==> src/rtl/owbw_pkg.sv <==
// ----------------------------------------------------------------------------
// owbw_pkg: shared types and constants for the one-wire backlight writer
// Holds the command classification, the configuration bundle, the queue
// status bundle and the brightness code table.
// ----------------------------------------------------------------------------
package owbw_pkg;

    // Width of the interval timer.
    localparam int TIMER_BITS = 16;
    localparam logic [31:0] TIMER_MAX32 = 32'((64'd1 << TIMER_BITS) - 64'd1);

    // Input operation codes.
    localparam logic [1:0] OP_TICK = 2'd0;
    localparam logic [1:0] OP_SET  = 2'd1;
    localparam logic [1:0] OP_OFF  = 2'd2;

    // Configuration register indexes.
    localparam logic [3:0] REG_SHUTDOWN  = 4'd0;
    localparam logic [3:0] REG_DDELAY    = 4'd1;
    localparam logic [3:0] REG_DLOW      = 4'd2;
    localparam logic [3:0] REG_DWINDOW   = 4'd3;
    localparam logic [3:0] REG_FRAMEEDGE = 4'd4;
    localparam logic [3:0] REG_SHORT     = 4'd5;
    localparam logic [3:0] REG_LONG      = 4'd6;
    localparam logic [3:0] REG_PASSES    = 4'd7;

    // Fixed protocol values.
    localparam logic [7:0] ADDR_BYTE = 8'h72;
    localparam logic [3:0] MAX_LEVEL = 4'd9;

    // Command queue depth.
    localparam int QDEPTH = 2;
    localparam int QPTR_W = (QDEPTH > 1) ? $clog2(QDEPTH) : 1;
    localparam int QCNT_W = $clog2(QDEPTH + 1);

    typedef logic [TIMER_BITS-1:0] t_timer;

    // Classified command kinds.
    typedef enum logic [1:0] {
        KIND_TICK,
        KIND_SET,
        KIND_OFF,
        KIND_NOP
    } t_kind;

    typedef struct packed {
        t_kind      kind;
        logic [4:0] code;
    } t_cmd;

    typedef struct packed {
        logic [15:0] shutdown;
        logic [15:0] ddelay;
        logic [15:0] dlow;
        logic [15:0] dwindow;
        logic [15:0] frame_edge;
        logic [15:0] short_pulse;
        logic [15:0] long_pulse;
        logic [1:0]  passes;
    } t_cfg;

    typedef struct packed {
        logic full;
        logic empty;
    } t_q_stat;

    // Brightness level to 5-bit controller code.
    function automatic logic [4:0] level_code(input logic [3:0] lvl);
        logic [4:0] c;
        case (lvl)
            4'd0:    c = 5'd0;
            4'd1:    c = 5'd1;
            4'd2:    c = 5'd4;
            4'd3:    c = 5'd8;
            4'd4:    c = 5'd12;
            4'd5:    c = 5'd16;
            4'd6:    c = 5'd20;
            4'd7:    c = 5'd24;
            4'd8:    c = 5'd28;
            default: c = 5'd31;
        endcase
        return c;
    endfunction

    // Interval length: zero counts as one, long values saturate to the timer.
    function automatic t_timer sat_dur(input logic [15:0] dur);
        logic [31:0] d;
        d = {16'd0, dur};
        if (d == 32'd0) begin
            d = 32'd1;
        end
        if (d > TIMER_MAX32) begin
            d = TIMER_MAX32;
        end
        return d[TIMER_BITS-1:0];
    endfunction

endpackage

==> src/rtl/owbw_front.sv <==
// ----------------------------------------------------------------------------
// owbw_front: command intake
// Accepts input transactions, decodes the operation, clamps the level and
// looks up the controller code, then pushes the command into the queue.
// ----------------------------------------------------------------------------
module owbw_front (
    input  logic              i_s_tvalid,
    output logic              o_s_tready,
    input  logic [7:0]        i_s_tdata,   // [3:0] level, [7:4] zero
    input  logic [1:0]        i_s_tuser,   // [1:0] operation
    input  owbw_pkg::t_q_stat i_q_stat,
    output logic              o_push,
    output owbw_pkg::t_cmd    o_cmd
);

    logic [1:0] op;
    logic [3:0] lvl;
    logic [3:0] lvl_clamped;

    assign op  = i_s_tuser;
    assign lvl = i_s_tdata[3:0];

    // Take a transaction whenever the queue has room.
    assign o_s_tready = !i_q_stat.full;
    assign o_push     = i_s_tvalid && !i_q_stat.full;

    // Classify the operation and precompute the brightness code.
    always_comb begin
        lvl_clamped = (lvl > owbw_pkg::MAX_LEVEL) ? owbw_pkg::MAX_LEVEL : lvl;
        o_cmd.code  = owbw_pkg::level_code(lvl_clamped);
        case (op)
            owbw_pkg::OP_TICK: o_cmd.kind = owbw_pkg::KIND_TICK;
            owbw_pkg::OP_SET:  o_cmd.kind = owbw_pkg::KIND_SET;
            owbw_pkg::OP_OFF:  o_cmd.kind = owbw_pkg::KIND_OFF;
            default:           o_cmd.kind = owbw_pkg::KIND_NOP;
        endcase
    end

endmodule

==> src/rtl/owbw_queue.sv <==
// ----------------------------------------------------------------------------
// owbw_queue: command queue
// Small first-in first-out buffer between the intake and the sequencer so
// that each side can stall on its own.
// ----------------------------------------------------------------------------
module owbw_queue (
    input  logic              i_clk,
    input  logic              i_rst_n,
    input  logic              i_push,
    input  owbw_pkg::t_cmd    i_cmd,
    input  logic              i_pop,
    output owbw_pkg::t_cmd    o_cmd,
    output owbw_pkg::t_q_stat o_stat
);

    owbw_pkg::t_cmd                  r_mem [owbw_pkg::QDEPTH];
    logic [owbw_pkg::QPTR_W-1:0]     r_wr_ptr, n_wr_ptr;
    logic [owbw_pkg::QPTR_W-1:0]     r_rd_ptr, n_rd_ptr;
    logic [owbw_pkg::QCNT_W-1:0]     r_count, n_count;
    logic                            do_push;
    logic                            do_pop;

    assign o_stat.full  = (r_count == owbw_pkg::QCNT_W'(owbw_pkg::QDEPTH));
    assign o_stat.empty = (r_count == '0);
    assign do_push      = i_push && !o_stat.full;
    assign do_pop       = i_pop && !o_stat.empty;
    assign o_cmd        = r_mem[r_rd_ptr];

    // Pointer and fill count updates.
    always_comb begin
        n_wr_ptr = r_wr_ptr;
        n_rd_ptr = r_rd_ptr;
        n_count  = r_count;
        if (do_push) begin
            n_wr_ptr = (r_wr_ptr == owbw_pkg::QPTR_W'(owbw_pkg::QDEPTH - 1)) ?
                       '0 : r_wr_ptr + 1'b1;
        end
        if (do_pop) begin
            n_rd_ptr = (r_rd_ptr == owbw_pkg::QPTR_W'(owbw_pkg::QDEPTH - 1)) ?
                       '0 : r_rd_ptr + 1'b1;
        end
        if (do_push && !do_pop) begin
            n_count = r_count + owbw_pkg::QCNT_W'(1);
        end else if (do_pop && !do_push) begin
            n_count = r_count - owbw_pkg::QCNT_W'(1);
        end
    end

    always_ff @(posedge i_clk) begin
        if (!i_rst_n) begin
            r_wr_ptr <= '0;
            r_rd_ptr <= '0;
            r_count  <= '0;
        end else begin
            r_wr_ptr <= n_wr_ptr;
            r_rd_ptr <= n_rd_ptr;
            r_count  <= n_count;
        end
    end

    // Storage needs no reset.
    always_ff @(posedge i_clk) begin
        if (do_push) begin
            r_mem[r_wr_ptr] <= i_cmd;
        end
    end

endmodule

==> src/rtl/owbw_back.sv <==
// ----------------------------------------------------------------------------
// owbw_back: waveform sequencer
// Executes one queued command per cycle while its result can be registered:
// ticks count down the current interval and step through entry sequence, byte
// framing and bit phases. Each command yields one result in the output register.
// ----------------------------------------------------------------------------
module owbw_back (
    input  logic              i_clk,
    input  logic              i_rst_n,
    input  owbw_pkg::t_cfg    i_cfg,
    input  owbw_pkg::t_q_stat i_q_stat,
    input  owbw_pkg::t_cmd    i_cmd,
    output logic              o_pop,
    output logic              o_m_tvalid,
    input  logic              i_m_tready,
    output logic [7:0]        o_m_tdata    // [0] line_level, [1] busy_res, [7:2] zero
);

    typedef enum logic [3:0] {
        PH_IDLE,
        PH_SHUT,
        PH_DDELAY,
        PH_DLOW,
        PH_DWIN,
        PH_START,
        PH_BITLOW,
        PH_BITHIGH,
        PH_END
    } t_phase;

    t_phase               r_phase, n_phase;
    owbw_pkg::t_timer     r_time, n_time;
    logic [2:0]           r_bit_idx, n_bit_idx;
    logic [7:0]           r_shift, n_shift;
    logic                 r_code_byte, n_code_byte;
    logic [1:0]           r_passes, n_passes;
    logic [4:0]           r_code, n_code;
    logic                 r_pin, n_pin;
    logic                 r_out_valid;
    logic [1:0]           r_out_data;
    owbw_pkg::t_timer     time_dec;
    logic [7:0]           shift_next;
    logic [2:0]           bit_next;
    logic                 busy;

    // Pop a command whenever the output register is free or being drained.
    assign o_pop = !i_q_stat.empty && (!r_out_valid || i_m_tready);
    assign busy  = (r_phase != PH_IDLE);

    // Next sequencer state for the command at the queue head.
    always_comb begin
        n_phase     = r_phase;
        n_time      = r_time;
        n_bit_idx   = r_bit_idx;
        n_shift     = r_shift;
        n_code_byte = r_code_byte;
        n_passes    = r_passes;
        n_code      = r_code;
        n_pin       = r_pin;
        time_dec    = (r_time != '0) ? r_time - owbw_pkg::t_timer'(1) : r_time;
        shift_next  = {r_shift[6:0], 1'b0};
        bit_next    = r_bit_idx + 3'd1;
        case (i_cmd.kind)
            owbw_pkg::KIND_TICK: begin
                if (busy) begin
                    n_time = time_dec;
                    if (time_dec == '0) begin
                        case (r_phase)
                            PH_SHUT: begin
                                n_phase = PH_DDELAY;
                                n_pin   = 1'b1;
                                n_time  = owbw_pkg::sat_dur(i_cfg.ddelay);
                            end
                            PH_DDELAY: begin
                                n_phase = PH_DLOW;
                                n_pin   = 1'b0;
                                n_time  = owbw_pkg::sat_dur(i_cfg.dlow);
                            end
                            PH_DLOW: begin
                                n_phase = PH_DWIN;
                                n_pin   = 1'b1;
                                n_time  = owbw_pkg::sat_dur(i_cfg.dwindow);
                            end
                            PH_DWIN: begin
                                n_shift   = owbw_pkg::ADDR_BYTE;
                                n_bit_idx = 3'd0;
                                n_phase   = PH_START;
                                n_pin     = 1'b1;
                                n_time    = owbw_pkg::sat_dur(i_cfg.frame_edge);
                            end
                            PH_START: begin
                                n_phase = PH_BITLOW;
                                n_pin   = 1'b0;
                                n_time  = owbw_pkg::sat_dur(r_shift[7] ?
                                          i_cfg.short_pulse : i_cfg.long_pulse);
                            end
                            PH_BITLOW: begin
                                n_phase = PH_BITHIGH;
                                n_pin   = 1'b1;
                                n_time  = owbw_pkg::sat_dur(r_shift[7] ?
                                          i_cfg.long_pulse : i_cfg.short_pulse);
                            end
                            PH_BITHIGH: begin
                                n_shift   = shift_next;
                                n_bit_idx = bit_next;
                                n_pin     = 1'b0;
                                if (bit_next == 3'd0) begin
                                    n_phase = PH_END;
                                    n_time  = owbw_pkg::sat_dur(i_cfg.frame_edge);
                                end else begin
                                    n_phase = PH_BITLOW;
                                    n_time  = owbw_pkg::sat_dur(shift_next[7] ?
                                              i_cfg.short_pulse : i_cfg.long_pulse);
                                end
                            end
                            PH_END: begin
                                if (!r_code_byte) begin
                                    // Address byte done: send the code byte.
                                    n_code_byte = 1'b1;
                                    n_shift     = {3'd0, r_code};
                                    n_bit_idx   = 3'd0;
                                    n_phase     = PH_START;
                                    n_pin       = 1'b1;
                                    n_time      = owbw_pkg::sat_dur(i_cfg.frame_edge);
                                end else begin
                                    n_passes    = r_passes - 2'd1;
                                    n_code_byte = 1'b0;
                                    if (r_passes != 2'd1) begin
                                        // Next pass starts straight from end-low.
                                        n_phase = PH_SHUT;
                                        n_pin   = 1'b0;
                                        n_time  = owbw_pkg::sat_dur(i_cfg.shutdown);
                                    end else begin
                                        n_phase = PH_IDLE;
                                        n_pin   = 1'b1;
                                        n_time  = '0;
                                    end
                                end
                            end
                            default: begin
                                n_phase = PH_IDLE;
                                n_time  = '0;
                            end
                        endcase
                    end
                end
            end
            owbw_pkg::KIND_SET: begin
                if (!busy) begin
                    n_code      = i_cmd.code;
                    n_passes    = (i_cfg.passes == 2'd0) ? 2'd1 : i_cfg.passes;
                    n_code_byte = 1'b0;
                    n_phase     = PH_SHUT;
                    n_pin       = 1'b0;
                    n_time      = owbw_pkg::sat_dur(i_cfg.shutdown);
                end
            end
            owbw_pkg::KIND_OFF: begin
                if (!busy) begin
                    n_pin = 1'b0;
                end
            end
            default: begin
            end
        endcase
    end

    // Sequencer state and output register.
    always_ff @(posedge i_clk) begin
        if (!i_rst_n) begin
            r_phase     <= PH_IDLE;
            r_time      <= '0;
            r_bit_idx   <= '0;
            r_shift     <= '0;
            r_code_byte <= 1'b0;
            r_passes    <= '0;
            r_code      <= '0;
            r_pin       <= 1'b1;
            r_out_valid <= 1'b0;
        end else begin
            if (o_pop) begin
                r_phase     <= n_phase;
                r_time      <= n_time;
                r_bit_idx   <= n_bit_idx;
                r_shift     <= n_shift;
                r_code_byte <= n_code_byte;
                r_passes    <= n_passes;
                r_code      <= n_code;
                r_pin       <= n_pin;
                r_out_valid <= 1'b1;
            end else if (i_m_tready) begin
                r_out_valid <= 1'b0;
            end
        end
    end

    // Result payload needs no reset.
    always_ff @(posedge i_clk) begin
        if (o_pop) begin
            r_out_data <= {(n_phase != PH_IDLE), n_pin};
        end
    end

    assign o_m_tvalid = r_out_valid;
    assign o_m_tdata  = {6'd0, r_out_data};

endmodule

==> src/rtl/one_wire_backlight_writer_unit.sv <==
// ----------------------------------------------------------------------------
// one_wire_backlight_writer_unit: single-wire backlight pin driver
// Turns tick, set-brightness and off commands into the pulse-width waveform
// of a one-wire backlight controller, one result per command.
// ----------------------------------------------------------------------------
// The block takes one command per clock while the queue has room and returns
// one result per command, in order, at a sustained rate of one per clock while
// the result side accepts. A command is held first in a two-entry queue and then
// in the sequencer's output register before its result is offered; the queue lets
// the input keep flowing for two commands while the result side is stalled. The
// sequencer retires each command as it pops it, so no command type costs more
// than another. Configuration is a plain register write that is always ready;
// write it only while the block is idle.
module one_wire_backlight_writer_unit (
    input  logic        i_clk,
    input  logic        i_rst_n,
    input  logic        i_s_tvalid,
    output logic        o_s_tready,
    input  logic [7:0]  i_s_tdata,   // [3:0] level, [7:4] zero
    input  logic [1:0]  i_s_tuser,   // [1:0] operation
    output logic        o_m_tvalid,
    input  logic        i_m_tready,
    output logic [7:0]  o_m_tdata,   // [0] line_level, [1] busy_res, [7:2] zero
    input  logic        i_cfg_valid,
    output logic        o_cfg_ready,
    input  logic [3:0]  i_cfg_index,
    input  logic [15:0] i_cfg_data
);

    owbw_pkg::t_cfg    r_cfg;
    owbw_pkg::t_q_stat q_stat;
    owbw_pkg::t_cmd    front_cmd;
    owbw_pkg::t_cmd    head_cmd;
    logic              push;
    logic              pop;
    logic              r_prev_busy;
    logic              out_xfer;

    assign o_cfg_ready = 1'b1;

    // Configuration registers.
    always_ff @(posedge i_clk) begin
        if (!i_rst_n) begin
            r_cfg.shutdown    <= 16'd3000;
            r_cfg.ddelay      <= 16'd200;
            r_cfg.dlow        <= 16'd500;
            r_cfg.dwindow     <= 16'd1000;
            r_cfg.frame_edge  <= 16'd10;
            r_cfg.short_pulse <= 16'd10;
            r_cfg.long_pulse  <= 16'd50;
            r_cfg.passes      <= 2'd2;
        end else if (i_cfg_valid) begin
            case (i_cfg_index)
                owbw_pkg::REG_SHUTDOWN:  r_cfg.shutdown    <= i_cfg_data;
                owbw_pkg::REG_DDELAY:    r_cfg.ddelay      <= i_cfg_data;
                owbw_pkg::REG_DLOW:      r_cfg.dlow        <= i_cfg_data;
                owbw_pkg::REG_DWINDOW:   r_cfg.dwindow     <= i_cfg_data;
                owbw_pkg::REG_FRAMEEDGE: r_cfg.frame_edge  <= i_cfg_data;
                owbw_pkg::REG_SHORT:     r_cfg.short_pulse <= i_cfg_data;
                owbw_pkg::REG_LONG:      r_cfg.long_pulse  <= i_cfg_data;
                owbw_pkg::REG_PASSES:    r_cfg.passes      <= i_cfg_data[1:0];
                default: begin
                end
            endcase
        end
    end

    owbw_front u_front (
        .i_s_tvalid (i_s_tvalid),
        .o_s_tready (o_s_tready),
        .i_s_tdata  (i_s_tdata),
        .i_s_tuser  (i_s_tuser),
        .i_q_stat   (q_stat),
        .o_push     (push),
        .o_cmd      (front_cmd)
    );

    owbw_queue u_queue (
        .i_clk   (i_clk),
        .i_rst_n (i_rst_n),
        .i_push  (push),
        .i_cmd   (front_cmd),
        .i_pop   (pop),
        .o_cmd   (head_cmd),
        .o_stat  (q_stat)
    );

    owbw_back u_back (
        .i_clk      (i_clk),
        .i_rst_n    (i_rst_n),
        .i_cfg      (r_cfg),
        .i_q_stat   (q_stat),
        .i_cmd      (head_cmd),
        .o_pop      (pop),
        .o_m_tvalid (o_m_tvalid),
        .i_m_tready (i_m_tready),
        .o_m_tdata  (o_m_tdata)
    );

    // Busy flag of the previous result transaction, for the end-of-write check.
    assign out_xfer = o_m_tvalid && i_m_tready;

    always_ff @(posedge i_clk) begin
        if (!i_rst_n) begin
            r_prev_busy <= 1'b0;
        end else if (out_xfer) begin
            r_prev_busy <= o_m_tdata[1];
        end
    end

    // The queue can never report full and empty together.
    assert property (@(posedge i_clk) disable iff (!i_rst_n)
        !(q_stat.full && q_stat.empty))
        else $error("command queue reports full and empty");

    // A write that finishes leaves the line high.
    assert property (@(posedge i_clk) disable iff (!i_rst_n)
        (out_xfer && r_prev_busy && !o_m_tdata[1]) |-> o_m_tdata[0])
        else $error("line not released high at end of write");

    // No result is offered right after reset.
    assert property (@(posedge i_clk) !i_rst_n |=> !o_m_tvalid)
        else $error("result offered after reset");

    // Input is refused only when the queue is full.
    assert property (@(posedge i_clk) disable iff (!i_rst_n)
        !o_s_tready |-> q_stat.full)
        else $error("input stalled with room in the queue");

endmodule
==> config.mk <==
export PLATFORM = sky130hd
export DESIGN_NAME = one_wire_backlight_writer_unit
export DESIGN_NICKNAME = d
export VERILOG_FILES = /design/src/rtl/owbw_pkg.sv /design/src/rtl/owbw_front.sv /design/src/rtl/owbw_queue.sv /design/src/rtl/owbw_back.sv /design/src/rtl/one_wire_backlight_writer_unit.sv
export SDC_FILE = /design/constraint.sdc
export NUM_CORES = 1
export LEC_CHECK = 0
export BUFFER_PORTS_ARGS = -buffer_cell sky130_fd_sc_hd__buf_2
export CORE_MARGIN = 2
export CORE_UTILIZATION = 40
export DETAILED_ROUTE_END_ITERATION = 7
export MAX_ROUTING_LAYER = met4
export PLACE_DENSITY_LB_ADDON = 0.12
export SLEW_MARGIN = 20
export SYNTH_ARGS = -nofsm -noshare
export SYNTH_HDL_FRONTEND = slang
export SYNTH_HIERARCHICAL = 1
export SYNTH_SLANG_ARGS = --single-unit
==> constraint.sdc <==
create_clock -name i_clk -period 7.9 [get_ports i_clk]
set_input_delay 0 -clock i_clk [delete_from_list [all_inputs] [get_ports i_clk]]
set_output_delay 0 -clock i_clk [all_outputs]
set_load 0.005 [all_outputs]
==> metrics.txt <==
status complete, no violations; Max-Cap Viols 0; Startpoint Class register; critical-path maximum fanout 16; initial antenna violation count 0; Post-synth EDFFs 16; post-synth top area cell dfxtp_1; Yosys top cell area share between 30% and 40%; Worst-Margin Slew around 1.0 ns; crit share post-route 51.8%; CTS Buf Count 17; Worst slew margin 31.3%; Synth Register Bits between 150 and 200; Die Area roughly 0.025 sq mm; first-pass iteration count of the detailed router 5; antenna-violating nets left 0; Root Driver clkbuf_16; Reg clk slew, reported paths ~0.080 ns; # hold bufs at CTS 19; Cells after Synth 1090; top post-synthesis cells by area dfxtp_1 33%, mux2i_1 11%, nand2_1 5.8%, edfxtp_1 5.0%, mux2_2 2.7%; GR Util met3 3.87%; vias per cell 5.89; Chip Height 160 um; clock tree from TritonCTS yes; drt wl/cell about 21 um; die width 160 um; Tot Pwr a little under 0.003 W; syn avg cell area 8.89 sq um; vias in the first global route roughly 7800; asr flop ratio synth 0%; area grow syn2layout 10.3%; post-route design area roughly 0.011 sq mm; RSZ-0062 raised after global routing no; crit-path cells nor4_2, nand2_1, o31ai_1, nand3_1, nor3_2, o211ai_4, a31oi_1, o311a_1; leak pwr 4.35 nW; share of cells above drive strength 1 12.3%; WP data arrival between 4 and 5 ns; Setup Viol. Count Final 0; Pwr Density 275 mW/mm^2; Rows 56; Final min period just over 4 ns; starting density of the core about two fifths; Final Util between 40 and 50%; HPWL Detailed 21400 um; M1 GR Usage between 30% and 40%; hold_ws 0.00969 ns; GRT met2 Usage roughly a third; DRT iter0 DRCs roughly 850; post-layout net count 1142; Resized cells post-CTS 0; routability cong. slightly below 0.9; HP Class primary input to register; Core Area 0.0236 sq mm; setup_tns 0 ns; DRC 0; PortBufs 34; Fin Clk Skew approximately 0.019 ns; Critical-path top delay cell nor4_2; gr usage total between 20% and 30%; via count approximately 8400; synth unique cells between 90 and 100; Seq/Total Area, Yosys 38.0%; Worst EP required 8.28 ns; H-tree Lvls 4; CP Class register to register; Area after DPL a little under 0.01 sq mm; number of placed I/O pins 46; CTS max path bufs 2; Final Hold Fails 0; final wirelength about 30000 um; post-CTS setup buffer count 0; clk_lat worst skew approximately 0.44 ns; Max VDD drop ~0.17 mV; GRT busiest layer met2; Pins Over Slew Limit 0; Post-Syn Area about 0.0097 sq mm; ys flop type dfxtp_1; overflow left after global routing 0; Synthesis Warnings 6; clock sink total about 180; largest net degree at the start of global routing 92; first-pass GRT wire length ~47000 um; most frequent cells after synthesis 160 x dfxtp_1, 149 x nand2_1, 104 x mux2i_1; Worst setup EP type register; crit-path max cell delay between 0.9 and 1 ns; antenna cell count 0; Achievable Freq about 240 MHz; most common cell in the netlist dfxtp_1
-- path summary, 6_finish.rpt --
check	startpoint	end	slack, ns	depth (start not counted)
worst max-delay path	u_back/r_time[2]	u_back/r_time[14]	3.81	8
worst min-delay path	i_rst_n	u_queue/r_wr_ptr	0.01	2
worst max register to register	u_back/r_time[2]	u_back/r_time[14]	3.81	8
worst min register to register	u_back/r_shift[5]	u_back/r_shift[5]	0.46	2
-- per-stage QoR --
step	worst slack (ns)	std cells
after floorplan	4.93	1095
after global routing	3.53	1430
after detailed placement	3.90	1379
final	3.81	1430
after CTS	3.89	1430
after global placement	3.90	1379
-- where the power goes --
part	total [W]	internal [W]	switching [W]
Clock	0.000854	0.000425	0.000429
Combinational	0.00104	0.000379	0.000657
Sequential	0.00105	0.000975	0.0000767
-- worst max-delay path, delay by kind of cell (launching register included) --
family | cells | cell delay, ns
flops | 1 | 0.38
simple gates | 4 | 2.12
compound gates | 4 | 1.53
-- cell usage in the layout, fill, tap and decap left out, types with 16 or more instances in the layout --
cell type,synthesis,layout
a21oi_1,51,51
nand3_1,43,43
o21ai_0,26,26
dlygate4sd3_1,0,19
mux2_2,23,23
buf_2,9,33
nand2b_1,16,16
edfxtp_1,16,16
nand2_1,149,149
nor2_1,51,51
nor2b_1,25,25
a22oi_1,20,20
dfxtp_1,160,160
a221oi_1,16,16
mux2i_1,104,104
a31oi_1,20,20
clkbuf_16,0,17
nor4_1,28,28
inv_1,31,32
-- registers in the layout (all words and copies together), names as in the netlist, named ones only --
register            count
u_back/r_time          16
u_back/r_code           5
u_queue/r_wr_ptr        1
u_back/r_code_byte      1
u_back/r_passes         2
u_back/o_m_tvalid       1
u_queue/r_rd_ptr        1
r_cfg                 114
u_back/r_out_data       2
u_back/r_phase          4
u_back/r_pin            1
u_queue/r_mem          14
u_back/r_bit_idx        3
u_queue/r_count         2
u_back/r_shift          8
-- cell type report --
cell class	count	area (sq um)
multi-input cells	804	5430
well taps	319	399
repair buffers	65	453
flip-flops and latches	176	3680
fillers	2336	12900
inverters	34	128
clock inverters	15	171
clock buffers	17	425
-- cells by family after synthesis --
family | synth area share (%)
xor gates and xnor gates | 0.633
other | 0.0775
muxes | 13.6
and+or+nand+nor | 21.3
adders and majority gates | 1.16
buffers and inverters | 6.13
DFF | 38.0
AOI/OAI and AO/OA | 19.1
-- per-layer routing --
| metal | vias to the layer above | wire length, um |
|---|---|---|
| met5 | - | 0 |
| met4 | 0 | 711 |
| met3 | 36 | 1680 |
| met2 | 260 | 12800 |
| met1 | 4091 | 14600 |
| li1 | 4029 | - |
(Power assumes the default switching activity.)
